===== src/design/cros_pkg.sv =====
// ---------------------------------------------------------------------------
// cros_pkg
// Shared types and constants for the color region obstacle scorer.
// ---------------------------------------------------------------------------
package cros_pkg;
	localparam int MAX_DIM = 1024;
	localparam int DW = $clog2(MAX_DIM + 1);
	localparam int PW = $clog2(MAX_DIM);
	localparam int CW = 21;
	localparam logic [CW-1:0] CNT_MAX = {CW{1'b1}};

	localparam logic [2:0] REG_WIDTH  = 3'd0;
	localparam logic [2:0] REG_HEIGHT = 3'd1;
	localparam logic [2:0] REG_ROT    = 3'd2;
	localparam logic [2:0] REG_DARK   = 3'd3;
	localparam logic [2:0] REG_ODIV   = 3'd4;
	localparam logic [2:0] REG_GDIV   = 3'd5;
	localparam logic [2:0] REG_WDIV   = 3'd6;

	localparam logic [1:0] STEER_CENTER = 2'd0;
	localparam logic [1:0] STEER_LEFT   = 2'd1;
	localparam logic [1:0] STEER_RIGHT  = 2'd2;

	typedef struct packed {
		logic       last;
		logic       valid_px;
		logic [1:0] col;
		logic       bottom;
		logic       green_zone;
		logic       upper;
		logic       dark;
		logic [7:0] r;
		logic [7:0] g;
		logic [7:0] b;
	} cros_px_t;

	typedef struct packed {
		logic       last;
		logic       cnt;
		logic [1:0] col;
		logic       bottom;
		logic       upper;
		logic       dark;
		logic       orange;
		logic       green;
	} cros_ev_t;

	function automatic logic [7:0] clamp8(input logic signed [19:0] x);
		logic signed [19:0] f;
		begin
			f = x >>> 8;
			if (f < 0) clamp8 = 8'd0;
			else if (f > 255) clamp8 = 8'd255;
			else clamp8 = f[7:0];
		end
	endfunction
endpackage


===== src/design/cros_queue.sv =====
// ---------------------------------------------------------------------------
// cros_queue
// Small FIFO of classified pixel events between front and back.
// ---------------------------------------------------------------------------
module cros_queue import cros_pkg::*; (
	input  logic     clk,
	input  logic     arst_n,
	input  logic     wr,
	input  cros_ev_t wdata,
	input  logic     rd,
	output logic     not_empty,
	output logic     room,
	output cros_ev_t rdata
);
	cros_ev_t   mem_q [0:3];
	logic [2:0] wp_q, rp_q, cnt;
	assign cnt = wp_q - rp_q;
	assign not_empty = cnt != 3'd0;
	assign room = cnt != 3'd4;
	assign rdata = mem_q[rp_q[1:0]];
	always_ff @(posedge clk or negedge arst_n) begin
		if (!arst_n) begin
			wp_q <= '0;
			rp_q <= '0;
		end else begin
			if (wr) wp_q <= wp_q + 1'b1;
			if (rd) rp_q <= rp_q + 1'b1;
		end
	end
	always_ff @(posedge clk) begin
		if (wr) mem_q[wp_q[1:0]] <= wdata;
	end
endmodule


===== config.mk =====
export PLATFORM = sky130hd
export DESIGN_NAME = cros_queue
export DESIGN_NICKNAME = d
export VERILOG_FILES = /design/src/design/cros_pkg.sv /design/src/design/cros_queue.sv
export SDC_FILE = /design/constraint.sdc
export NUM_CORES = 1
export LEC_CHECK = 0
export BUFFER_PORTS_ARGS = -buffer_cell sky130_fd_sc_hd__buf_2
export CELL_PAD_IN_SITES_DETAIL_PLACEMENT = 0
export CELL_PAD_IN_SITES_GLOBAL_PLACEMENT = 1
export CORE_MARGIN = 5
export CORE_UTILIZATION = 43
export CTS_CLUSTER_SIZE = 40
export DETAILED_ROUTE_END_ITERATION = 16
export PLACE_DENSITY_LB_ADDON = 0.1
export SYNTH_ARGS = -nofsm -noshare
export SYNTH_HDL_FRONTEND = slang
export SYNTH_SLANG_ARGS = --single-unit

===== constraint.sdc =====
create_clock -name clk -period 1.2 [get_ports clk]
set_input_delay 0.06 -clock clk [delete_from_list [all_inputs] [get_ports clk]]
set_output_delay 0.06 -clock clk [all_outputs]
set_load 0.01 [all_outputs]

==> After elaboration in Yosys (flattened, before gate mapping) <==
Memory sizes are Yosys's and may differ from the RTL's.
Cells that the tools add are included.
{ "word_totals": {"ff_bits": 6, "ram_bits": 36, "word_cells": 10, "mem_count": 1} }
{ "memory_table": {"columns": ["memory", "depth", "width", "rd", "rd_clocked_by_memory_dff", "wr", "line_no", "source"], "rows": [
  ["mem_q", 4, 9, 1, 0, 1, "cros_queue.sv:15", "cros_ev_t mem_q [0:3];"]
]} }
{ "classes": {"add_sub_neg": 3, "n_eq_ne": 1, "n_reduce_logical": 1, "muxes": 2} }
{ "ops": {"columns": ["cell", "count"], "rows": [
  ["3-bit by 1-bit adder with 3-bit output (second input constant)", 2],
  ["3-bit != test (second input constant)", 1],
  ["3-bit nonzero test", 1],
  ["3-bit subtractor", 1],
  ["1-bit two-way mux", 2]
]} }

==> Longest topological paths before layout <==
{ "depth": {"word_depth": 2, "depth_mapped": 6, "ltp_nobuf": 5} }

==> Worst setup path after synthesis <==
No wires, ideal clock.
{ "synth_path": {"path_type": "reg-to-output", "startpoint": "register rp_q[1]", "endpoint": "output not_empty", "setup_slack_ns": -0.060, "n_path_buf": 1, "stages_incl_launch_ff": 7, "arrival_ns": 1.200, "path_cell_list": "dfrtp_1 buf_2 inv_1 ha_1 nor2b_1 xnor2_1 or2_1"} }
{ "synth_via": {"elab_chain_cells": 2} }
{ "synth_lines": {"columns": ["item", "line_no", "source"], "rows": [
  ["from (decl)", "cros_queue.sv:16", "logic [2:0] wp_q, rp_q, cnt;"],
  ["from (signal assigned)", "cros_queue.sv:27", "if (rd) rp_q <= rp_q + 1'b1;"],
  ["3-bit subtractor", "cros_queue.sv:17", "assign cnt = wp_q - rp_q;"],
  ["3-bit nonzero test", "cros_queue.sv:18", "assign not_empty = cnt != 3'd0;"],
  ["to (decl)", "cros_queue.sv:11", "output logic not_empty,"]
]} }
Every way passes these cells.

==> impl_metrics.tcl <==
set metrics [dict create \
    tightest_slew_ns 0.2915 \
    critPathSlowestCell "mux4_2" \
    cp-start-kind "register" \
    relSlewSlack_pct 80.43 \
    hp-class "in2reg" \
    antenna_found_initial 0 \
    syn_to_final_growth_pct 42.28 \
    power_density_nw_per_um2 2353 \
    netlist_area_um2 1669 \
    cts_buffer_depth 2 \
    outcome "finished with violations" \
    hold_viol 0 \
    critPathMostFrequentCell "buf_6" \
    drc_errors 0 \
    cellLeakagePower_nw 0.8922 \
    endpoint_kind "output port" \
    skew_ns 0.006811 \
    cts-htree-levels 2 \
    dr_total_vias 923 \
    synth_top_family_by_area "multiplexers" \
    clk_latency_ns 0.28 \
    cts_buffers 5 \
    ys_warn_count 0 \
    critPathMaxFanout 5 \
    syn-instance-count 82 \
    core-area_um2 3716 \
    viasPerCell 4.884 \
    n_fill_cell 274 \
    critical_path_class "reg2out" \
    clock_sinks 42 \
    required_ns 1.14 \
    synth-seq-cells 42 \
    path_cells "buf_6 > mux4_2 > buf_6" \
    synth_compound_area_share_pct 0.5997 \
    period_share_pct 131.2 \
    critPathTopFamily "multiplexers" \
    grt_use_total_pct 13.21 \
    grt_pass1_wl_um 4885 \
    placed_area_um2 1964 \
    yosysSeqAreaShare_pct 73.76 \
    place_hpwl_um 1885 \
    synth_ff_type "edfxtp_1" \
    wl_per_cell_um 16.34 \
    ir_drop_mv 1.285 \
    synth-simple-area-share_pct 3.448 \
    cpPeakStageDelay_ns 0.52 \
    fmax_mhz 635.0 \
    routed_wl_um 3089 \
    grt_pass1_vias 992 \
    multi_input_area_um2 504.2 \
    ys_types 15 \
    muxShareOfSynthArea_pct 12.14 \
    initial_core_util_pct 44.92 \
    fp.dieW_um 72.30 \
    synth_top_area_share_pct 64.77 \
    drv_slew 0 \
    tritoncts "yes" \
    grt_max_degree 13 \
    synthTopCellsByArea "edfxtp_1 (65%), mux4_2 (12%), dfrtp_1 (9.0%), ha_1 (5.2%), xnor2_1 (1.6%)" \
    ant_nets 0 \
    syn_nets 102 \
    setup_viol 49 \
    die_y_um 72.30 \
    n_antenna_cell 0 \
    violations "setup timing" \
    period_needed_ns 1.575 \
    worst-path-buf-inv 2 \
    grt-ovfl-total 0 \
    io_pins 24 \
    synth_top_area_cell "edfxtp_1" \
    syn_avg_cell_area_um2 20.35 \
    rsz0062_at_grt "true" \
    synth_fa_ha_area_share_pct 5.247 \
    firstDrtPassIters 4 \
    core.rowCount 22 \
    layout-drive-gt1-share_pct 51.06 \
    synth_most_common_cell "edfxtp_1" \
    regArea_um2 1232 \
    utilization_pct 63.91 \
    async_flop_share_pct 14.29 \
    portBuffers 23 \
    clk_pin_slew_worst_paths_ns 0.07 \
    cts_root_buffer "clkbuf_8" \
    die_area_um2 5227 \
    worst_slack_ns -0.3748 \
    final_area_um2 2375 \
    nets 160 \
    gp_congestion 0.6792 \
    drv_cap 0 \
    drtIter0Drc 47 \
    synth_top_cells_by_count "edfxtp_1 (36), mux4_2 (9), ha_1 (7)" \
    arrival_ns 1.51 \
    synth_edf_count 36 \
    synth_xor_area_share_pct 3.148 \
]
## layout make-up
type                       count  area share [%]
timing repair buffer          52           20.34
clock buffer                   6           3.056
multi-input combinational     36           21.23
tap                           48           2.529
clock inverter                 2          0.3688
inverter                       3          0.5796
sequential                    42           51.90
## kinds of logic (layout without fill, tap and decap cells)
family          after synthesis  in the layout
flops                        42             42
simple gates                 11             12
mux                           9              9
fa+ha+maj                     7              7
xor+xnor                      6              6
buf+inv                       5             63
compound gates                2              2
## layout by cell type (no fill, tap or decap), drive strengths merged, types with 2 or more instances in the layout
cell type and n:
inv 3, xnor2 3, xor2 3, ha 7, dfrtp 6, dlygate4sd3 11
clkbuf 6, buf 41, nand2 4, mux4 9, and2 5, edfxtp 36
o21ai 2, clkinv 2
## final timing paths
check	startpoint	end	slack [ns]	cells past startpoint
hold reg to reg	rp_q[2]$_DFFE_PN0P_	rp_q[2]$_DFFE_PN0P_	0.49	1
setup reg to reg	wp_q[1]$_DFFE_PN0P_	wp_q[2]$_DFFE_PN0P_	-0.13	6
min in group asynchronous	arst_n	wp_q[1]$_DFFE_PN0P_	0.12	2
setup / recovery	rp_q[0]$_DFFE_PN0P_	rdata[8]	-0.37	3
hold / removal	wr	wp_q[0]$_DFFE_PN0P_	0.07	2
max in group asynchronous	arst_n	rp_q[0]$_DFFE_PN0P_	0.92	2
## where the power goes
group          internal, mW  total, mW  switching, mW
combinational          1.54       2.67           1.14
sequential             1.95       2.08          0.137
clock                 0.399      0.829          0.430
## what timing repair did
action,in CTS,in global routing
hold endpoints to repair,43,0
hold buffers,11,0
setup buffers,5,4
pin swaps,1,2
endpoints found under the setup margin,38,48
gates cloned,2,0
resized for setup,27,12
## sequential cells by signal, summed over array words and instances, names as in the netlist
signal	count
wp_q	3
mem_q	36
rp_q	3
## worst register-to-register path, stage by stage (launching register included)
cell     delay [ns]
dfrtp_1        0.40
buf_6          0.14
buf_6          0.11
ha_4           0.14
and2_4         0.14
buf_12         0.14
xor2_2         0.14
## per-stage QoR
stage | setup TNS (ns) | std cells | hold WS (ns) | total power, mW | worst slack (ns)
detailed placement | -2.148 | 162 | -0.09865 | 4.028 | -0.1251
global route | -8.963 | 189 | 0.06348 | 5.945 | -0.4408
global placement | -1.821 | 162 | -0.1030 | 3.979 | -0.1137
CTS | -10.26 | 187 | 0.05656 | 5.365 | -0.4312
finish | -6.863 | 189 | 0.06586 | 5.587 | -0.3748
floorplan | -0.01025 | 82 | -0.2356 | 3.236 | -0.01025
## per-layer routing
metal  global-route usage [%]  vias to the layer above  part of all wire, %
li1                         -                      430                    -
met1                    13.99                      468                   39
met2                    23.96                       19                   55
met3                    4.155                        6                  3.9
met4                    5.637                        0                  1.6
met5                        0                        -                    0
Note: power is estimated with default switching activity, not from simulation.
