===== src/design/cros_pkg.sv =====
// ---------------------------------------------------------------------------
// cros_pkg
// Shared types and constants for the color region obstacle scorer.
// ---------------------------------------------------------------------------
package cros_pkg;
	localparam int MAX_DIM = 1024;
	localparam int DW = $clog2(MAX_DIM + 1);
	localparam int PW = $clog2(MAX_DIM);
	localparam int CW = 21;
	localparam logic [CW-1:0] CNT_MAX = {CW{1'b1}};

	localparam logic [2:0] REG_WIDTH  = 3'd0;
	localparam logic [2:0] REG_HEIGHT = 3'd1;
	localparam logic [2:0] REG_ROT    = 3'd2;
	localparam logic [2:0] REG_DARK   = 3'd3;
	localparam logic [2:0] REG_ODIV   = 3'd4;
	localparam logic [2:0] REG_GDIV   = 3'd5;
	localparam logic [2:0] REG_WDIV   = 3'd6;

	localparam logic [1:0] STEER_CENTER = 2'd0;
	localparam logic [1:0] STEER_LEFT   = 2'd1;
	localparam logic [1:0] STEER_RIGHT  = 2'd2;

	typedef struct packed {
		logic       last;
		logic       valid_px;
		logic [1:0] col;
		logic       bottom;
		logic       green_zone;
		logic       upper;
		logic       dark;
		logic [7:0] r;
		logic [7:0] g;
		logic [7:0] b;
	} cros_px_t;

	typedef struct packed {
		logic       last;
		logic       cnt;
		logic [1:0] col;
		logic       bottom;
		logic       upper;
		logic       dark;
		logic       orange;
		logic       green;
	} cros_ev_t;

	function automatic logic [7:0] clamp8(input logic signed [19:0] x);
		logic signed [19:0] f;
		begin
			f = x >>> 8;
			if (f < 0) clamp8 = 8'd0;
			else if (f > 255) clamp8 = 8'd255;
			else clamp8 = f[7:0];
		end
	endfunction
endpackage


===== src/design/cros_back.sv =====
// ---------------------------------------------------------------------------
// cros_back
// Accumulates per-column counts and scores the frame on its last pixel.
// ---------------------------------------------------------------------------
module cros_back import cros_pkg::*; (
	input  logic       clk,
	input  logic       arst_n,
	input  logic       ev_valid,
	input  cros_ev_t   ev,
	output logic       ev_take,
	input  logic [7:0] odiv,
	input  logic [7:0] gdiv,
	input  logic [7:0] wdiv,
	output logic       out_valid,
	input  logic       out_stall,
	output logic       left_obstacle,
	output logic       center_obstacle,
	output logic       right_obstacle,
	output logic [2:0] left_level,
	output logic [2:0] center_level,
	output logic [2:0] right_level,
	output logic [1:0] steer_direction
);
	logic [CW-1:0] or_q [0:2], gr_q [0:2], bt_q [0:2], dk_q [0:2], ut_q [0:2];
	logic          busy_q;

	assign ev_take = ev_valid && !(out_valid && out_stall) && !busy_q;

	logic [2:0] rk [0:2];
	logic [2:0] blk;
	always_comb begin
		for (int i = 0; i < 3; i++) begin
			logic [CW-1:0] bt, ut;
			logic ob, gb, wb;
			bt = (bt_q[i] == '0) ? CW'(1) : bt_q[i];
			ut = (ut_q[i] == '0) ? CW'(1) : ut_q[i];
			ob = (or_q[i] * odiv) >= (CW+8)'(bt);
			gb = (gr_q[i] * gdiv) >= (CW+8)'(bt);
			wb = (dk_q[i] * wdiv) <= (CW+8)'(ut);
			rk[i] = {1'b0, ob, 1'b0} + {1'b0, gb, 1'b0} + {2'b0, wb};
			blk[i] = ob || gb;
		end
	end

	always_ff @(posedge clk or negedge arst_n) begin
		if (!arst_n) begin
			busy_q <= 1'b0;
			out_valid <= 1'b0;
			left_obstacle <= 1'b0;
			center_obstacle <= 1'b0;
			right_obstacle <= 1'b0;
			left_level <= '0;
			center_level <= '0;
			right_level <= '0;
			steer_direction <= STEER_CENTER;
			for (int i = 0; i < 3; i++) begin
				or_q[i] <= '0; gr_q[i] <= '0; bt_q[i] <= '0; dk_q[i] <= '0; ut_q[i] <= '0;
			end
		end else begin
			if (busy_q && !(out_valid && out_stall)) begin
				busy_q <= 1'b0;
				out_valid <= 1'b1;
				left_level <= rk[0]; center_level <= rk[1]; right_level <= rk[2];
				left_obstacle <= rk[0] >= 3'd2;
				center_obstacle <= rk[1] >= 3'd2;
				right_obstacle <= rk[2] >= 3'd2;
				if ((rk[0] == 0 && rk[1] == 0 && rk[2] == 0) || rk[1] < 3'd2)
					steer_direction <= STEER_CENTER;
				else if (!blk[0] && blk[2]) steer_direction <= STEER_LEFT;
				else if (!blk[2] && blk[0]) steer_direction <= STEER_RIGHT;
				else steer_direction <= (rk[0] <= rk[2]) ? STEER_LEFT : STEER_RIGHT;
				for (int i = 0; i < 3; i++) begin
					or_q[i] <= '0; gr_q[i] <= '0; bt_q[i] <= '0; dk_q[i] <= '0; ut_q[i] <= '0;
				end
			end else if (out_valid && !out_stall) begin
				out_valid <= 1'b0;
			end
			if (ev_take) begin
				if (ev.cnt) begin
					if (ev.bottom && bt_q[ev.col] != CNT_MAX) bt_q[ev.col] <= bt_q[ev.col] + 1'b1;
					if (ev.orange && or_q[ev.col] != CNT_MAX) or_q[ev.col] <= or_q[ev.col] + 1'b1;
					if (ev.green && gr_q[ev.col] != CNT_MAX) gr_q[ev.col] <= gr_q[ev.col] + 1'b1;
					if (ev.upper && ut_q[ev.col] != CNT_MAX) ut_q[ev.col] <= ut_q[ev.col] + 1'b1;
					if (ev.upper && ev.dark && dk_q[ev.col] != CNT_MAX)
						dk_q[ev.col] <= dk_q[ev.col] + 1'b1;
				end
				if (ev.last) busy_q <= 1'b1;
			end
		end
	end

	assert property (@(posedge clk) disable iff (!arst_n) busy_q |-> !ev_take)
		else $error("event taken while scoring");
	assert property (@(posedge clk) disable iff (!arst_n)
		out_valid |-> steer_direction != 2'd3)
		else $error("bad steer code");
	assert property (@(posedge clk) disable iff (!arst_n)
		$rose(out_valid) |-> $past(busy_q))
		else $error("result without frame end");
endmodule


===== config.mk =====
export PLATFORM = sky130hd
export DESIGN_NAME = cros_back
export DESIGN_NICKNAME = d
export VERILOG_FILES = /design/src/design/cros_pkg.sv /design/src/design/cros_back.sv
export SDC_FILE = /design/constraint.sdc
export NUM_CORES = 2
export LEC_CHECK = 0
export BUFFER_PORTS_ARGS = -buffer_cell sky130_fd_sc_hd__buf_2
export CORE_MARGIN = 2
export CORE_UTILIZATION = 30
export CTS_CLUSTER_DIAMETER = 30
export DETAILED_ROUTE_END_ITERATION = 10
export GPL_TIMING_DRIVEN = 0
export SLEW_MARGIN = 10
export SYNTH_ARGS = -nofsm -noshare
export SYNTH_HDL_FRONTEND = slang
export SYNTH_SLANG_ARGS = --single-unit

===== constraint.sdc =====
create_clock -name clk -period 12.2 [get_ports clk]
set_input_delay 0.61 -clock clk [delete_from_list [all_inputs] [get_ports clk]]
set_output_delay 0.61 -clock clk [all_outputs]
set_load 0.03 [all_outputs]

==> Yosys cells after proc, flatten, opt, wreduce, memory -nomap -nowiden <==
Index checks and enable logic that the tools add are counted.
{ "word_totals": {"output_inout_bits": 16, "regBits": 331, "in_bits": 37} }
{ "op_classes": {"bitwise": 1, "muxes": 57, "n_reduce_logical": 34, "multipliers": 9, "order_cmp": 16, "eq_ne": 5, "add_sub_neg": 11} }
{ "ops": {"columns": ["op", "n"], "rows": [
  ["2-to-1 mux 63 bit", 20],
  ["2-to-1 mux 21 bit", 17],
  ["bitwise mux 63 bit", 5],
  ["multiplier 21 x 8 -> 29 bit", 9],
  ["binary-select mux 21 bit (select 2 bit)", 5],
  ["greater-or-equal comparator 29 x 21 -> 1 bit", 6],
  ["logical NOT 21 bit", 6],
  ["adder 21 x 1 -> 21 bit, second input constant", 5],
  ["inequality test 21 bit, second input constant", 5],
  ["<= comparator 29 x 21 -> 1 bit", 3],
  ["demux 21 bit (select 2 bit)", 1],
  ["logical AND 1 bit", 16],
  ["adder 2 x 2 -> 3 bit", 3],
  ["adder 3 x 1 -> 3 bit", 3],
  ["greater-or-equal comparator 3 x 2 -> 1 bit, second input constant", 3],
  ["logical NOT 3 bit", 3],
  ["2-to-1 mux 2 bit", 4],
  ["logical NOT 1 bit", 5],
  ["2-to-1 mux 1 bit", 5],
  ["greater-or-equal comparator 3 bit, second input constant", 1],
  ["<= comparator 3 bit", 1],
  ["logical OR 1 bit", 3],
  ["less-than comparator 3 x 1 -> 1 bit, second input constant", 1],
  ["less-than comparator 3 x 2 -> 1 bit, second input constant", 1],
  ["other kinds (2)", 2]
]} }

==> Longest topological paths before layout <==
{ "depth": {"word_depth": 10, "ltp_mapped": 39} }

==> Least setup slack after synthesis <==
No wires, ideal clock.
{ "synth_path": {"kind": "input to register", "from": "input gdiv[2]", "to": "register steer_direction[1]", "path_stages": 36, "n_path_buf": 2, "setup_time_ns": 0.121, "setup_slack_ns": 4.348, "t_arrival_ns": 7.731, "cell_sequence": "clkbuf_1 -> clkbuf_1 -> nand2_1 -> fa_1 -> inv_1 -> fa_1 -> fa_1 -> fa_1 -> ha_1 -> o21ai_0 -> or3_1 -> and4_1 -> nor3b_1 -> o21ai_0 -> nand2b_1 -> a21oi_1 -> xnor2_1 -> ha_1 -> and4_1 -> nand3_1 -> nor2_1 -> a211o_1 -> nor2_1 -> o211ai_1 -> a21oi_1 -> o2111ai_1 -> or4_1 -> ha_1 -> inv_1 -> ha_1 -> a21o_1 -> a21oi_1 -> a31oi_1 -> nor2_1 -> o21ai_0 -> a22o_1"} }
{ "synth_rtl": {"columns": ["element", "line_no", "source"], "rows": [
  ["from (decl)", "cros_back.sv:12", "input logic [7:0] gdiv,"],
  ["to (signal assigned)", "cros_back.sv:71", "else steer_direction <= (rk[0] <= rk[2]) ? STEER_LEFT : STEER_RIGHT;"],
  ["to (decl)", "cros_back.sv:22", "output logic [1:0] steer_direction"]
]} }

==> metrics.csv <==
stage,metric,value,unit
synth,synth_area_leader_cell,fa_1,
layout,multi_input_comb_area,0.05484,mm²
route,wl_per_cell,20.67,µm
timing,tns,0,ns
worst_hold_path,min_to,busy_q,
synth,ys_seq_area_share,11.93,%
worst_setup_path,critPathLaunch,gdiv[2],
worst_setup_path,rr_worst_depth,33,
grt,grt_max_degree,104,
timing,finalMaxSlewViolations,0,
placed_design,portBuffers,31,
timing,setup_ws,1.528,ns
timing,relSlewSlack,9.737,%
synth,syn-num-nets,9617,
power,p_seq_share,25.1,%
worst_setup_path,crit_type,in -> reg,
route,via_per_inst,5.105,
worst_setup_path,cp-end-kind,flip-flop,
route,vias,56880,
power,p_per_area,59.93,mW/mm²
grt,grt.total_usage,19.53,%
timing,clock_skew,0.06402,ns
layout,seqCellArea,0.008283,mm²
route,wl_met2,105200,µm
grt,antenna_found_initial,17,
outcome,run_status,completed,
die,die_h,485.0,µm
worst_hold_path,hold_class,in -> reg,
synth,synth_cell_types,86,
route,dr.pass1.iters,7,
grt,overflow,0,
synth,netlist_area,0.06942,mm²
route,wl,230200,µm
power,p_int,0.003118,W
die,core,0.2301,mm²
timing,fin_crit_sh,87.47,%
worst_setup_path,r2r-start,gr_q[0],
worst_setup_path,crit_required,12.81,ns
synth,synth_area_leaders,"fa_1 30%, dfrtp_1 12%, ha_1 12%",
power,p_leak,35.33,nW
worst_setup_path,path_max_fanout,10,
route,post-route-drc-count,0,
route,top_layer_used,met5,
clock_tree,post-cts-setup-buffer-count,0,
clock_tree,cts_root_buffer,clkbuf_16,
synth,syn_avg_cell_area,8.778,µm²
layout,nets,9742,
placed_design,post-dp-hpwl,185000,µm
power,p_sw,0.001483,W
die,start_util,30.17,%
worst_setup_path,crit_buf_inv,6,
synth,synth_warnings,0,
synth,yosysMostFrequentCell,nand2_1,
clock_tree,cts_tree,yes,
route,drtIter0Drc,4781,
synth,synth_top_area_share,29.59,%
die,die-area,0.2353,mm²
worst_setup_path,path_delay_family,compound AO/OA/AOI/OAI gates,
power,p_sw_share,32.23,%
synth,async_flop_share,100.0,%
die,die_w,485.0,µm
worst_hold_path,hold_depth,2,
power,power_frac_comb,19.2,%
die,placement_rows,176,
clock_tree,cts_sinks,331,
placed_design,dp_cells,10970,
layout,drive_gt1_share,3.874,%
worst_setup_path,cp-start-kind,primary input,
power,ir_drop,0.0001119,V
die,pin_count,53,
timing,rsz0062_at_grt,false,
power,p_clk_share,55.7,%
timing,worst-slew-pin-transition,1.354,ns
timing,report.final.setup_viol,0,
clock_tree,clk-insertion-delay-late,0.71,ns
route,dr_wl_met3,18310,µm
synth,synthFlopType,dfrtp_1,
grt,grt_pass1_vias,59160,
synth,netlist_instances,7908,
timing,fmax,93.71,MHz
placed_design,gp_congestion,0.9269,
layout,fill_cells,23610,
worst_setup_path,cpPeakStageDelay,0.94,ns
synth,synth_seq_cells,331,
worst_hold_path,hold_start,ev[8],
clock_tree,htree_levels,3,
worst_setup_path,cp.arrival,11.28,ns
placed_design,post-place-ws,0.8005,ns
route,antenna_left,0,
grt,grt_first_pass_wirelength,354700,µm
layout,final_cell_count_no_fill,11140,
synth,synth_edf_count,0,
worst_setup_path,r2r_end,steer_direction[1],
clock_tree,cts.clk_slew.worst_paths,0.04,ns
worst_setup_path,r2r_slack,2.32,ns
route,drt-met1-wl,97210,µm
timing,hold_viol,0,
timing,post-route-min-period,10.67,ns
clock_tree,cts_buffer_depth,3,
layout,area_delta_synth_final,10.58,%
worst_setup_path,cp_slowest_cell,a2111oi_0,
synth,synthTopCellsByCount,"1149 x nand2_1, 1135 x inv_1, 1026 x fa_1",
layout,final_core_util,33.36,%
clock_tree,cts_made_buffers,87,
job,cap_violations,0,
==> timing repair <==
action | CTS | global route
resized for setup | 0 | 0
hold buffers | 1 | 0
hold endpoints to repair | 73 | 0
==> power groups by stage <==
| stage | Sequential (W) | Combinational (W) | Clock [W] |
|---|---|---|---|
| 6_report | 0.00116 | 0.000884 | 0.00256 |
| 5_1_grt | 0.00116 | 0.000953 | 0.00264 |
| 3_3_place_gp | 0.00117 | 0.000862 | 0 |
| 4_1_cts | 0.00116 | 0.000885 | 0.00258 |
| 2_1_floorplan | 0.00121 | 0.000415 | 0 |
| 3_5_place_dp | 0.00117 | 0.000879 | 0 |
==> layer usage <==
metal  vias up  GRT usage, %
li1      25550             -
met1     28760         25.91
met2      2163         31.38
met3       395         3.549
met4        12         7.767
met5         -             0
==> cells by family (layout without fill, tap and decap cells) <==
family	count (synthesis)	in the layout	synth area share (%)
and+or+nand+nor	2705	2705	19.55
muxes	438	438	6.325
AOI/OAI and AO/OA	934	934	8.823
DFF	331	331	11.93
buffers and inverters	1585	1783	9.079
xor gates and xnor gates	243	243	3.066
adders and majority gates	1672	1672	41.23
other	0	8	0
==> sequential cells by signal, indices dropped and copies added, names as in the netlist <==
signal	flops
bt_q	63
dk_q	63
gr_q	63
or_q	63
ut_q	63
center_level	3
left_level	3
right_level	3
steer_direction	2
busy_q	1
center_obstacle	1
left_obstacle	1
out_valid	1
right_obstacle	1
==> worst reg2reg max path: cells and delay by family (launching register included) <==
family | cells | cell delay [ns]
compound gates | 13 | 3.73
xor+xnor | 1 | 0.13
fa+ha+maj | 8 | 3.40
buf+inv | 4 | 0.69
flops | 1 | 0.33
simple gates | 7 | 1.52
==> through the flow <==
stage / cell area, µm² / hold slack [ns] / total power [W]
after CTS: 76740 / 0.1910 / 0.004624
after detailed placement: 73470 / 0.4667 / 0.002051
final: 76760 / 0.1912 / 0.004601
after global placement: 73360 / 0.4629 / 0.002033
after global routing: 76740 / 0.1947 / 0.004747
after floorplan: 69420 / 0.3144 / 0.001621
==> area by class of cell <==
cell class,instances,area share (%)
Multi-Input combinational cell,5992,71.44
Tap cell,3026,4.932
Clock inverter,50,1.045
Sequential cell,331,10.79
Buffer,450,2.662
Clock buffer,112,3.208
Antenna cell,8,0.02608
Timing Repair Buffer,36,0.3456
Inverter,1135,5.550
==> cells in the final DEF, fill, tap and decap left out, types with 44 or more instances in the layout <==
cell type  Yosys  layout
ha_1         646     646
a21oi_1      220     220
a21o_1       144     144
nand4_1       64      64
nand3_1       72      72
dfrtp_1      331     331
o21a_1        49      49
nor2_1       193     193
xor2_1        84      84
inv_1       1135    1135
nor3_1        59      59
and2_1       903     903
buf_2         26      56
nand2_1     1149    1149
clkbuf_1     326     332
nand2b_1      44      44
o21ai_0      183     183
mux2i_1      433     433
clkbuf_16      0      88
buf_1         49      49
xnor2_1      159     159
nor4_1        46      45
fa_1        1026    1026
==> how the worst max path moves through the flow <==
stage,to,slack (ns),depth (start not counted)
floorplan,steer_direction[1],4.35,36
finish,steer_direction[1],1.53,35
global route,steer_direction[1],0.80,35
global placement,steer_direction[1],0.91,35
CTS,steer_direction[1],1.46,35
detailed placement,steer_direction[1],0.80,35
Power figures use the tool's default switching activity.
