<file path="config.mk">
export PLATFORM = sky130hd
export DESIGN_NAME = cros_front
export DESIGN_NICKNAME = d
export VERILOG_FILES = /design/src/design/cros_pkg.sv /design/src/design/cros_div.sv /design/src/design/cros_front.sv
export SDC_FILE = /design/constraint.sdc
export NUM_CORES = 2
export LEC_CHECK = 0
export BUFFER_PORTS_ARGS = -buffer_cell sky130_fd_sc_hd__buf_2
export CORE_ASPECT_RATIO = 1.2
export CORE_MARGIN = 10
export CORE_UTILIZATION = 58
export DETAILED_ROUTE_END_ITERATION = 6
export PLACE_DENSITY = 0.71
export SYNTH_ARGS = -nofsm -noshare
export SYNTH_HDL_FRONTEND = slang
export SYNTH_SLANG_ARGS = --single-unit
</file>
<file path="constraint.sdc">
create_clock -name clk -period 23.8 [get_ports clk]
set_input_delay 0 -clock clk [delete_from_list [all_inputs] [get_ports clk]]
set_output_delay 0 -clock clk [all_outputs]
set_load 0.01 [all_outputs]
</file>
<file path="src/design/cros_pkg.sv">
// ---------------------------------------------------------------------------
// cros_pkg
// Shared types and constants for the color region obstacle scorer.
// ---------------------------------------------------------------------------
package cros_pkg;
	localparam int MAX_DIM = 1024;
	localparam int DW = $clog2(MAX_DIM + 1);
	localparam int PW = $clog2(MAX_DIM);
	localparam int CW = 21;
	localparam logic [CW-1:0] CNT_MAX = {CW{1'b1}};

	localparam logic [2:0] REG_WIDTH  = 3'd0;
	localparam logic [2:0] REG_HEIGHT = 3'd1;
	localparam logic [2:0] REG_ROT    = 3'd2;
	localparam logic [2:0] REG_DARK   = 3'd3;
	localparam logic [2:0] REG_ODIV   = 3'd4;
	localparam logic [2:0] REG_GDIV   = 3'd5;
	localparam logic [2:0] REG_WDIV   = 3'd6;

	localparam logic [1:0] STEER_CENTER = 2'd0;
	localparam logic [1:0] STEER_LEFT   = 2'd1;
	localparam logic [1:0] STEER_RIGHT  = 2'd2;

	typedef struct packed {
		logic       last;
		logic       valid_px;
		logic [1:0] col;
		logic       bottom;
		logic       green_zone;
		logic       upper;
		logic       dark;
		logic [7:0] r;
		logic [7:0] g;
		logic [7:0] b;
	} cros_px_t;

	typedef struct packed {
		logic       last;
		logic       cnt;
		logic [1:0] col;
		logic       bottom;
		logic       upper;
		logic       dark;
		logic       orange;
		logic       green;
	} cros_ev_t;

	function automatic logic [7:0] clamp8(input logic signed [19:0] x);
		logic signed [19:0] f;
		begin
			f = x >>> 8;
			if (f < 0) clamp8 = 8'd0;
			else if (f > 255) clamp8 = 8'd255;
			else clamp8 = f[7:0];
		end
	endfunction
endpackage

</file>
<file path="src/design/cros_div.sv">
// ---------------------------------------------------------------------------
// cros_div
// Pipelined restoring divider, one quotient bit per stage, passing a tag.
// ---------------------------------------------------------------------------
module cros_div import cros_pkg::*; (
	input  logic        clk,
	input  logic        arst_n,
	input  logic        en,
	input  logic [15:0] num,
	input  logic [7:0]  den,
	input  logic [31:0] tag_in,
	output logic [15:0] quo,
	output logic [31:0] tag_out
);
	logic [15:0] n_q [0:16];
	logic [15:0] r_q [0:16];
	logic [15:0] q_q [0:16];
	logic [7:0]  d_q [0:16];
	logic [31:0] t_q [0:16];

	always_comb begin
		n_q[0] = num;
		r_q[0] = '0;
		q_q[0] = '0;
		d_q[0] = den;
		t_q[0] = tag_in;
	end

	for (genvar i = 0; i < 16; i++) begin : g_st
		logic [16:0] rs;
		logic        ge;
		assign rs = {r_q[i], n_q[i][15]};
		assign ge = rs >= {9'd0, d_q[i]};
		always_ff @(posedge clk or negedge arst_n) begin
			if (!arst_n) begin
				t_q[i+1] <= '0;
			end else if (en) begin
				t_q[i+1] <= t_q[i];
			end
		end
		always_ff @(posedge clk) begin
			if (en) begin
				n_q[i+1] <= {n_q[i][14:0], 1'b0};
				r_q[i+1] <= ge ? 16'(rs - {9'd0, d_q[i]}) : rs[15:0];
				q_q[i+1] <= {q_q[i][14:0], ge};
				d_q[i+1] <= d_q[i];
			end
		end
	end

	assign quo = q_q[16];
	assign tag_out = t_q[16];
endmodule

</file>
<file path="src/design/cros_front.sv">
// ---------------------------------------------------------------------------
// cros_front
// Tracks position, maps rotation, converts to RGB then HSV, classifies.
// ---------------------------------------------------------------------------
module cros_front import cros_pkg::*; (
	input  logic              clk,
	input  logic              arst_n,
	input  logic              in_valid,
	output logic              in_stall,
	input  logic [7:0]        luma,
	input  logic [7:0]        chroma_u,
	input  logic [7:0]        chroma_v,
	input  logic              frame_last,
	input  logic [DW-1:0]     width_c,
	input  logic [DW-1:0]     height_c,
	input  logic [1:0]        rot,
	input  logic [7:0]        dark_lim,
	input  logic [PW-1:0]     colw,
	input  logic [PW-1:0]     bot,
	input  logic [PW-1:0]     gtop,
	input  logic [PW-1:0]     half,
	output logic              ev_valid,
	output cros_ev_t          ev,
	input  logic              adv
);
	logic [PW-1:0] xs_q, ys_q;
	logic [PW:0]   xn, yn;
	logic          acc;
	logic [PW-1:0] xr, yr;
	logic          inside_f;
	logic          v_s1;
	cros_px_t      px_s1;

	assign in_stall = !adv;
	assign acc = in_valid && adv;
	assign xn = {1'b0, xs_q} + 1'b1;
	assign yn = {1'b0, ys_q} + 1'b1;
	assign inside_f = ({1'b0, xs_q} < width_c) && ({1'b0, ys_q} < height_c);

	always_comb begin
		unique case (rot)
			2'd1: begin xr = PW'(height_c - 1'b1 - ys_q); yr = xs_q; end
			2'd2: begin xr = PW'(width_c - 1'b1 - xs_q); yr = PW'(height_c - 1'b1 - ys_q); end
			2'd3: begin xr = ys_q; yr = PW'(width_c - 1'b1 - xs_q); end
			default: begin xr = xs_q; yr = ys_q; end
		endcase
	end

	always_ff @(posedge clk or negedge arst_n) begin
		if (!arst_n) begin
			xs_q <= '0;
			ys_q <= '0;
			v_s1 <= 1'b0;
		end else if (adv) begin
			v_s1 <= acc;
			if (acc) begin
				if (frame_last) begin
					xs_q <= '0;
					ys_q <= '0;
				end else if (xn >= {1'b0, width_c}) begin
					xs_q <= '0;
					ys_q <= (yn >= {1'b0, height_c}) ? '0 : yn[PW-1:0];
				end else begin
					xs_q <= xn[PW-1:0];
				end
			end
		end
	end

	logic signed [19:0] cc, dd, ee;
	assign cc = 20'(signed'({1'b0, luma}) - 20'sd16);
	assign dd = 20'(signed'({1'b0, chroma_u}) - 20'sd128);
	assign ee = 20'(signed'({1'b0, chroma_v}) - 20'sd128);

	always_ff @(posedge clk) begin
		if (adv) begin
			px_s1.last       <= frame_last;
			px_s1.valid_px   <= inside_f;
			px_s1.col        <= (xr < colw) ? 2'd0 : ((xr < PW'({colw, 1'b0})) ? 2'd1 : 2'd2);
			px_s1.bottom     <= yr >= bot;
			px_s1.green_zone <= yr < gtop;
			px_s1.upper      <= yr < half;
			px_s1.dark       <= luma < dark_lim;
			px_s1.r <= clamp8(20'(298 * cc + 409 * ee + 128));
			px_s1.g <= clamp8(20'(298 * cc - 100 * dd - 208 * ee + 128));
			px_s1.b <= clamp8(20'(298 * cc + 516 * dd + 128));
		end
	end

	// stage 2: max/min and hue numerator
	logic [7:0] mx, mn, dl;
	logic [1:0] sel;
	logic signed [9:0] hd;
	always_comb begin
		mx = px_s1.r; mn = px_s1.r;
		if (px_s1.g > mx) mx = px_s1.g;
		if (px_s1.b > mx) mx = px_s1.b;
		if (px_s1.g < mn) mn = px_s1.g;
		if (px_s1.b < mn) mn = px_s1.b;
		dl = mx - mn;
		if (mx == px_s1.r) begin sel = 2'd0; hd = 10'(signed'({2'b0, px_s1.g}) - signed'({2'b0, px_s1.b})); end
		else if (mx == px_s1.g) begin sel = 2'd1; hd = 10'(signed'({2'b0, px_s1.b}) - signed'({2'b0, px_s1.r})); end
		else begin sel = 2'd2; hd = 10'(signed'({2'b0, px_s1.r}) - signed'({2'b0, px_s1.g})); end
	end

	logic        v_s2;
	logic [15:0] hn_s2, sn_s2;
	logic [7:0]  dl_s2, mx_s2;
	logic        neg_s2;
	logic [1:0]  sel_s2;
	logic [9:0]  cls_s2;
	always_ff @(posedge clk or negedge arst_n) begin
		if (!arst_n) v_s2 <= 1'b0;
		else if (adv) v_s2 <= v_s1;
	end
	always_ff @(posedge clk) begin
		if (adv) begin
			neg_s2 <= hd < 0;
			hn_s2  <= 16'(60 * (hd < 0 ? -hd : hd));
			sn_s2  <= 16'(255 * dl);
			dl_s2  <= dl;
			mx_s2  <= mx;
			sel_s2 <= sel;
			cls_s2 <= {px_s1.last, px_s1.valid_px, px_s1.col, px_s1.bottom,
				px_s1.green_zone, px_s1.upper, px_s1.dark, 2'b0};
		end
	end

	logic [15:0] hq, sq;
	logic [31:0] ht, st;
	cros_div u_hdiv (.clk, .arst_n, .en(adv), .num(hn_s2),
		.den(dl_s2 == 8'd0 ? 8'd1 : dl_s2),
		.tag_in({v_s2, dl_s2 == 8'd0, neg_s2, sel_s2, mx_s2, cls_s2, 9'd0}),
		.quo(hq), .tag_out(ht));
	cros_div u_sdiv (.clk, .arst_n, .en(adv), .num(sn_s2),
		.den(mx_s2 == 8'd0 ? 8'd1 : mx_s2), .tag_in('0), .quo(sq), .tag_out(st));

	logic        vo, dz, ng, orange, green;
	logic [1:0]  sl;
	logic [7:0]  mxo;
	logic [9:0]  co;
	logic signed [10:0] hue;
	logic [8:0]  h2;
	logic [7:0]  sat;
	assign {vo, dz, ng, sl, mxo, co} = ht[31:9];
	always_comb begin
		if (dz) hue = '0;
		else unique case (sl)
			2'd0: hue = ng ? 11'(360 - signed'({1'b0, hq[9:0]})) : 11'(hq[9:0]);
			2'd1: hue = ng ? 11'(120 - signed'({1'b0, hq[9:0]})) : 11'(120 + hq[9:0]);
			default: hue = ng ? 11'(240 - signed'({1'b0, hq[9:0]})) : 11'(240 + hq[9:0]);
		endcase
		if (dz && sl == 2'd0) hue = '0;
		h2  = 9'(hue >>> 1);
		sat = (mxo == 8'd0) ? 8'd0 : sq[7:0];
		orange = h2 >= 9'd5 && h2 <= 9'd25 && sat >= 8'd80 && mxo >= 8'd120;
		green  = h2 >= 9'd25 && h2 <= 9'd90 && sat >= 8'd40 && mxo >= 8'd40;
	end

	assign ev_valid  = vo;
	assign ev.last   = co[9];
	assign ev.cnt    = co[8];
	assign ev.col    = co[7:6];
	assign ev.bottom = co[5];
	assign ev.upper  = co[3];
	assign ev.dark   = co[2];
	assign ev.orange = co[5] && orange;
	assign ev.green  = co[5] && co[4] && green;
	logic unused_s;
	assign unused_s = ^{st, sq[15:8], hq[15:10], ht[8:0], co[1:0]};
endmodule

</file>
* Yosys cells after proc, flatten, opt, wreduce, memory -nomap -nowiden *
Cells that the tools add are included.

storage, ports and cells
  output and inout port bits = 11
  bits of input ports = 101
  logic and storage cells = 354
  register bits = 1455

cells by class
  $mul = 7
  add/subtract/negate cells = 56
  eq/ne operators = 6
  mux-type cells = 58
  reductions and logical operators = 20
  magnitude comparators = 61

operators with widths
  operator                 count
  $ge A17 B8 Y1            30
  $mux W16                 28
  $sub A16 B8 Y16          28
  $mux W10                 12
  $mux W8                  10
  $add A20 B9 Y20 const B  3
  $pmux W10 S3             2
  $lt A10 B10 Y1           4
  $gt A12 B9 Y1 const B    3
  $lt A12 B1 Y1 const B    3
  $mul A9 B9 Y18 const A   2
  $mul A5 B32 Y14 const A  1
  $mux W32                 1
  $neg A10 Y32             1
  $sub A8 B8 Y9            3
  $logic_not A8 Y1         3
  $lt A8 B8 Y1             3
  $add A10 B1 Y11 const B  2
  $ge A11 B11 Y1           2
  $lt A10 B11 Y1           2
  $add A19 B19 Y20         1
  $add A19 B20 Y20         1
  $pmux W10 S2             1
  $sub A10 B1 Y10 const B  2
  37 further kinds         60

* Longest topological paths before layout *
  depth after elaboration = 10
  depth in mapped cells = 47
  gate-level depth less buffers = 45

* Hierarchy *
From an unflattened synthesis, not the netlist that was laid out.

second synthesis, totals
  cells, all modules = 8596
  area, all modules = 114469.8 um^2

by module, submodules not included
  module             seq. area each (um^2)  times used  cells an instance  area each (um^2)
  cros_div (u_sdiv)  31099.8                1           3152               46769.9
  cros_div (u_hdiv)  31099.8                1           3125               46723.6
  cros_front         3193.1                 1           2319               20976.4

* Worst setup path before layout *
OpenSTA, ideal clock, no wires.

  kind = register -> register
  from = register px_s1[13] (netlist bit)
  to = register, netlist name sn_s2[15]
  setup time = 258 ps
  data required time = 23542 ps
  path buffers = 2
  clock period less this slack = 9278 ps
  stages on the path, launching flop included = 44
  arrival time = 9021 ps
  setup slack = 14522 ps
  cell sequence = edfxtp_1 > inv_1 > ha_1 > and3_4 > a221o_2 > o22ai_1 > clkbuf_1 > a21oi_1 > ha_1 > o21a_1 > o21a_1 > o2111ai_1 > a21oi_1 > clkbuf_1 > a21oi_1 > ha_1 > fa_1 > nor2b_1 > (+8 left out) > inv_1 > fa_1 > fa_1 > fa_1 > inv_1 > ha_1 > a21boi_0 > o21ai_0 > a21boi_0 > o21ai_0 > nand2b_1 > a21oi_1 > nor2_1 > o21ai_0 > nand2b_1 > a21oi_1 > xnor2_1 > xnor2_1

between the ends
  word-level cells in the longest chain between the ends = 6
  elaborated cells on any way between the ends = 10
  those cells by class = 1 x add/sub; 1 x mul; 4 x order compare; 4 x mux

ends and longest elaborated chain
  item                                                 line                                source
  start: declaration                                   cros_front.sv:32                    cros_px_t px_s1;
  $gt A8 B8 Y1 / $lt A8 B8 Y1 (equally long branches)  cros_front.sv:96, cros_front.sv:98
  $mux W8, on equally long branches                    cros_front.sv:96, cros_front.sv:98
  $gt A8 B8 Y1 / $lt A8 B8 Y1 (equally long branches)  cros_front.sv:97, cros_front.sv:99
  $mux W8, on equally long branches                    cros_front.sv:97, cros_front.sv:99
  $sub A8 B8 Y8 (*)                                    cros_front.sv:100                   dl = mx - mn;
  named net dl[6]                                      cros_front.sv:91                    logic [7:0] mx, mn, dl;
  $mul A8 B8 Y16 (*)                                   cros_front.sv:120                   sn_s2 <= 16'(255 * dl);

Mark *: on every way through the listed nets, which the timed path passes. The rest lies on a longest branch.
A chain may end at the register's enable or synchronous reset.

* Worst setup path after layout *
  from = register px_s1[13] (netlist bit)
  to = register, netlist name sn_s2[15]

between the ends
  word-level cells in the longest chain between the ends = 6
  elaborated cells on any way between the ends = 10
  those cells by class = 1 x add/sub; 1 x mul; 4 x order compare; 4 x mux

ends and longest elaborated chain
  item                                                 line
  $gt A8 B8 Y1 / $lt A8 B8 Y1 (equally long branches)  cros_front.sv:96, cros_front.sv:98
  $mux W8, on equally long branches                    cros_front.sv:96, cros_front.sv:98
  $gt A8 B8 Y1 / $lt A8 B8 Y1 (equally long branches)  cros_front.sv:97, cros_front.sv:99
  $mux W8, on equally long branches                    cros_front.sv:97, cros_front.sv:99
  $sub A8 B8 Y8 (*)                                    cros_front.sv:100
  named net dl[6]                                      cros_front.sv:91
  $mul A8 B8 Y16 (*)                                   cros_front.sv:120

Marks and branches as above.

==> metrics.md <==
| Metric | Value |
|---|---|
| Area delta synth->final | 9.583% |
| Synth area leader | edfxtp_1 |
| Post-synthesis compound-gate area fraction | 8.632% |
| Vias in the first global route | 45,050 |
| Die X | 343.0 µm |
| Slew Limit Fails | 0 |
| Crit path max-delay cell type | a21oi_1 |
| CTS Buf Count | between 100 and 150 |
| CP required | 24.28 ns |
| Post-DR wirelength/cell | 16.34 µm |
| Final Hold Fails | 0 |
| Critical Path AT | 11.35 ns |
| Tmin final | about 11 ns |
| # setup viols final | 0 |
| Hold crit path type | in2reg |
| Fin crit share | 45.66% |
| Initial drt markers | 2,266 |
| Vias/cell | 5.439 |
| Antenna diodes | 0 |
| Share of cells above drive strength 1 | between 10% and 20% |
| Relative slew slack | 17.59% |
| Commonest non-fill, non-tap cell in the layout | edfxtp_1 |
| Sum Neg Setup Slack | 0 ns |
| Die Y | 407.5 µm |
| First-pass GRT wire length | 218,500 µm |
| Num Clock Sinks | around 1,300 |
| Status | finished clean |
| Crit path kind | reg2reg |
| Worst Tran Pin Value | 1.234 ns |
| Overall routed net length | 131,200 µm |
| H-tree Lvls | 4 |
| CP Capture Type | flip-flop |
| CP peak stage delay | 0.85 ns |
| # fillers | about 9,400 |
| DRC Markers | 0 |
| Vias | 43,670 |
| DR pass1 iterations | 7 |
| CTS tree | yes |
| # rows | 142 |
| Max Freq | 92.02 MHz |
| Ys Warns | 0 |
| Synthesized area | 72,590 µm² |
| CP Buf/Inv Count | 4 |
| Top delay family on crit path | compound AO/OA/AOI/OAI gates |
| Syn_area_per_cell | 11.91 µm² |
| Largest net degree at the start of global routing | between 150 and 200 |
| EDFF count, synth | 974 |
| Routed Antenna Nets | 0 |
| RSZ-0062 raised after global routing | no |
| Max Clock Skew | about 0.026 ns |
| Critical Path Fanout Max | 14 |
| Routability congestion estimate from global placement | roughly 0.90 |
| Ys async rst share | 24.14% |
| Predominant post-synthesis flop cell | edfxtp_1 |
| Tot GR Track Use | 18.96% |
| Core area | ~120,000 µm² |
| Initial Util | 58.29% |
| Largest family of logic cells by synthesized area | adder cells |
| Clk slew on worst S/H paths | approximately 0.06 ns |
| Initial antenna violation count | 1 |
| Synth Area in XOR/XNOR | 5.676% |
| Clk_lat worst skew | ~0.76 ns |
| Final layout net count | 7,184 |
| Root buffer cell | clkbuf_16 |
| Area fraction of the dominant cell type after synthesis | 40.29% |
| Synthesized-area fraction occupied by adder cells | about 16% |
| IO Count | 112 |
| Remaining Overflow, GRT | 0 |
| Post-DP HPWL | between 90,000 and 100,000 µm |
| Clock tree buffer depth | 3 |
| Critical Path Start Type | flip-flop |
| Number of port buffers | 111 |
| Mux cell area share after synthesis | roughly 5.5% |
| Simple-Gate Fraction of Synth Area | 8.914% |
| Area contributors post-synth | edfxtp_1 (40%), ha_1 (12%), dfrtp_1 (11%) |
| Flops & latches, synth | about 1,300 |
| Die area | 139,800 µm² |
| Netlist cell types | 94 |
| Most frequent cells in the layout | edfxtp_1 (974), inv_1 (777), ha_1 (685), a21oi_1 (356) |
| Max Cap Viol | 0 |
| Post-synthesis sequential area ratio | between 50% and 60% |
| Cells after synthesis | 6,094 |
## tightest hold or removal path, cell delays in order
cell and delay [ns]:
buf_2 0.16, ha_1 0.17, ha_1 0.15, xnor2_1 0.12, o21a_1 0.11
## path summary, 6_finish.rpt
path                            depth (start not counted)                           to                      from  slack (ns)
worst max-delay path                                   42          sn_s2[15]$_DFFE_PP_   px_s1[13]$_SDFFCE_PN0P_       12.93
worst min-delay path                                    5       px_s1[1]$_SDFFCE_PN0P_               chroma_u[6]        0.07
worst max register to register                         42          sn_s2[15]$_DFFE_PP_   px_s1[13]$_SDFFCE_PN0P_       12.93
worst min register to register                          0     u_hdiv.q_q[36]$_DFFE_PP_  u_hdiv.q_q[51]$_DFFE_PP_        0.40
max in group asynchronous                               5          xs_q[7]$_DFFE_PN0P_                    arst_n       21.70
min in group asynchronous                               4  u_hdiv.t_q[299]$_DFFE_PN0P_                    arst_n        0.42
## layer usage
layer / GRT usage, % / vias up / wire, µm
li1: - / 21810 / -
met1: 21.06 / 21060 / 51960
met2: 36.19 / 564 / 71490
met3: 2.663 / 241 / 3478
met4: 6.815 / 0 / 4278
met5: 0 / - / 0
## state kept, by name, summed over array words and instances (netlist names), 18 cells and up
| name | flops |
|---|---|
| u_hdiv.d_q | 120 |
| px_s1 | 32 |
| u_sdiv.d_q | 96 |
| u_hdiv.g_st.rs | 246 |
| u_hdiv.t_q | 270 |
| u_sdiv.g_st.rs | 197 |
| u_hdiv.tag_out | 18 |
| u_hdiv.n_q | 78 |
| u_sdiv.q_q | 25 |
| u_hdiv.q_q | 45 |
| u_sdiv.n_q | 66 |
## cells in the mapped netlist, types with 20 or more instances
cell / instances
dfrtp_1: 310
fa_1: 134
nand3_1: 80
mux2_2: 296
and2_1: 25
nor2_1: 310
nand4_1: 45
mux2i_1: 22
ha_1: 685
nand2_1: 271
clkbuf_1: 114
and3_1: 26
nand2b_1: 145
xor2_1: 165
a21oi_1: 356
o31ai_1: 21
o21bai_1: 72
nor4_1: 74
a21o_1: 122
o21ai_0: 240
o21a_1: 54
nor2b_1: 91
inv_1: 777
mux4_2: 20
or3_1: 28
xnor2_1: 298
nor3_1: 75
edfxtp_1: 974
## metrics by stage
| step | instance area, µm² | hold slack (ns) | util, % | setup slack (ns) | instances |
|---|---|---|---|---|---|
| floorplan | 72620 | -0.2956 | - | 14.52 | 6102 |
| global placement | 74960 | 0.06895 | 60.18 | 13.13 | 7764 |
| detailed placement | 74960 | 0.07598 | 60.18 | 12.99 | 7764 |
| CTS | 79550 | 0.007282 | 63.87 | 12.94 | 8029 |
| global route | 79550 | 0.09578 | 63.87 | 12.09 | 8029 |
| finish | 79550 | 0.07136 | 63.87 | 12.93 | 8029 |
## kinds of logic after synthesis
family | after synthesis
DFF | 1284
and+or+nand+nor | 1261
AOI/OAI and AO/OA | 1015
buffers and inverters | 907
adders and majority gates | 819
xor gates and xnor gates | 467
muxes | 339
other | 2
## layout make-up
| cell class | count | area, µm² | share of cell area [%] |
|---|---|---|---|
| Sequential cell | 1284 | 37010 | 46.52 |
| Clock inverter | 58 | 684.4 | 0.8603 |
| Clock buffer | 184 | 3662 | 4.604 |
| Multi-Input combinational cell | 3911 | 32180 | 40.45 |
| Inverter | 777 | 2917 | 3.666 |
| Timing Repair Buffer | 159 | 1028 | 1.293 |
| Tap cell | 1656 | 2072 | 2.605 |
## repair_timing
action,CTS,global route
hold buffers,23,0
resized for setup,0,0
buffers inserted,0,0
setup endpoints to repair,0,0
endpoints found under the hold margin,202,0
Power is not shown: default switching activity piles up to over one toggle a cycle in this logic, so the estimate is an artifact.
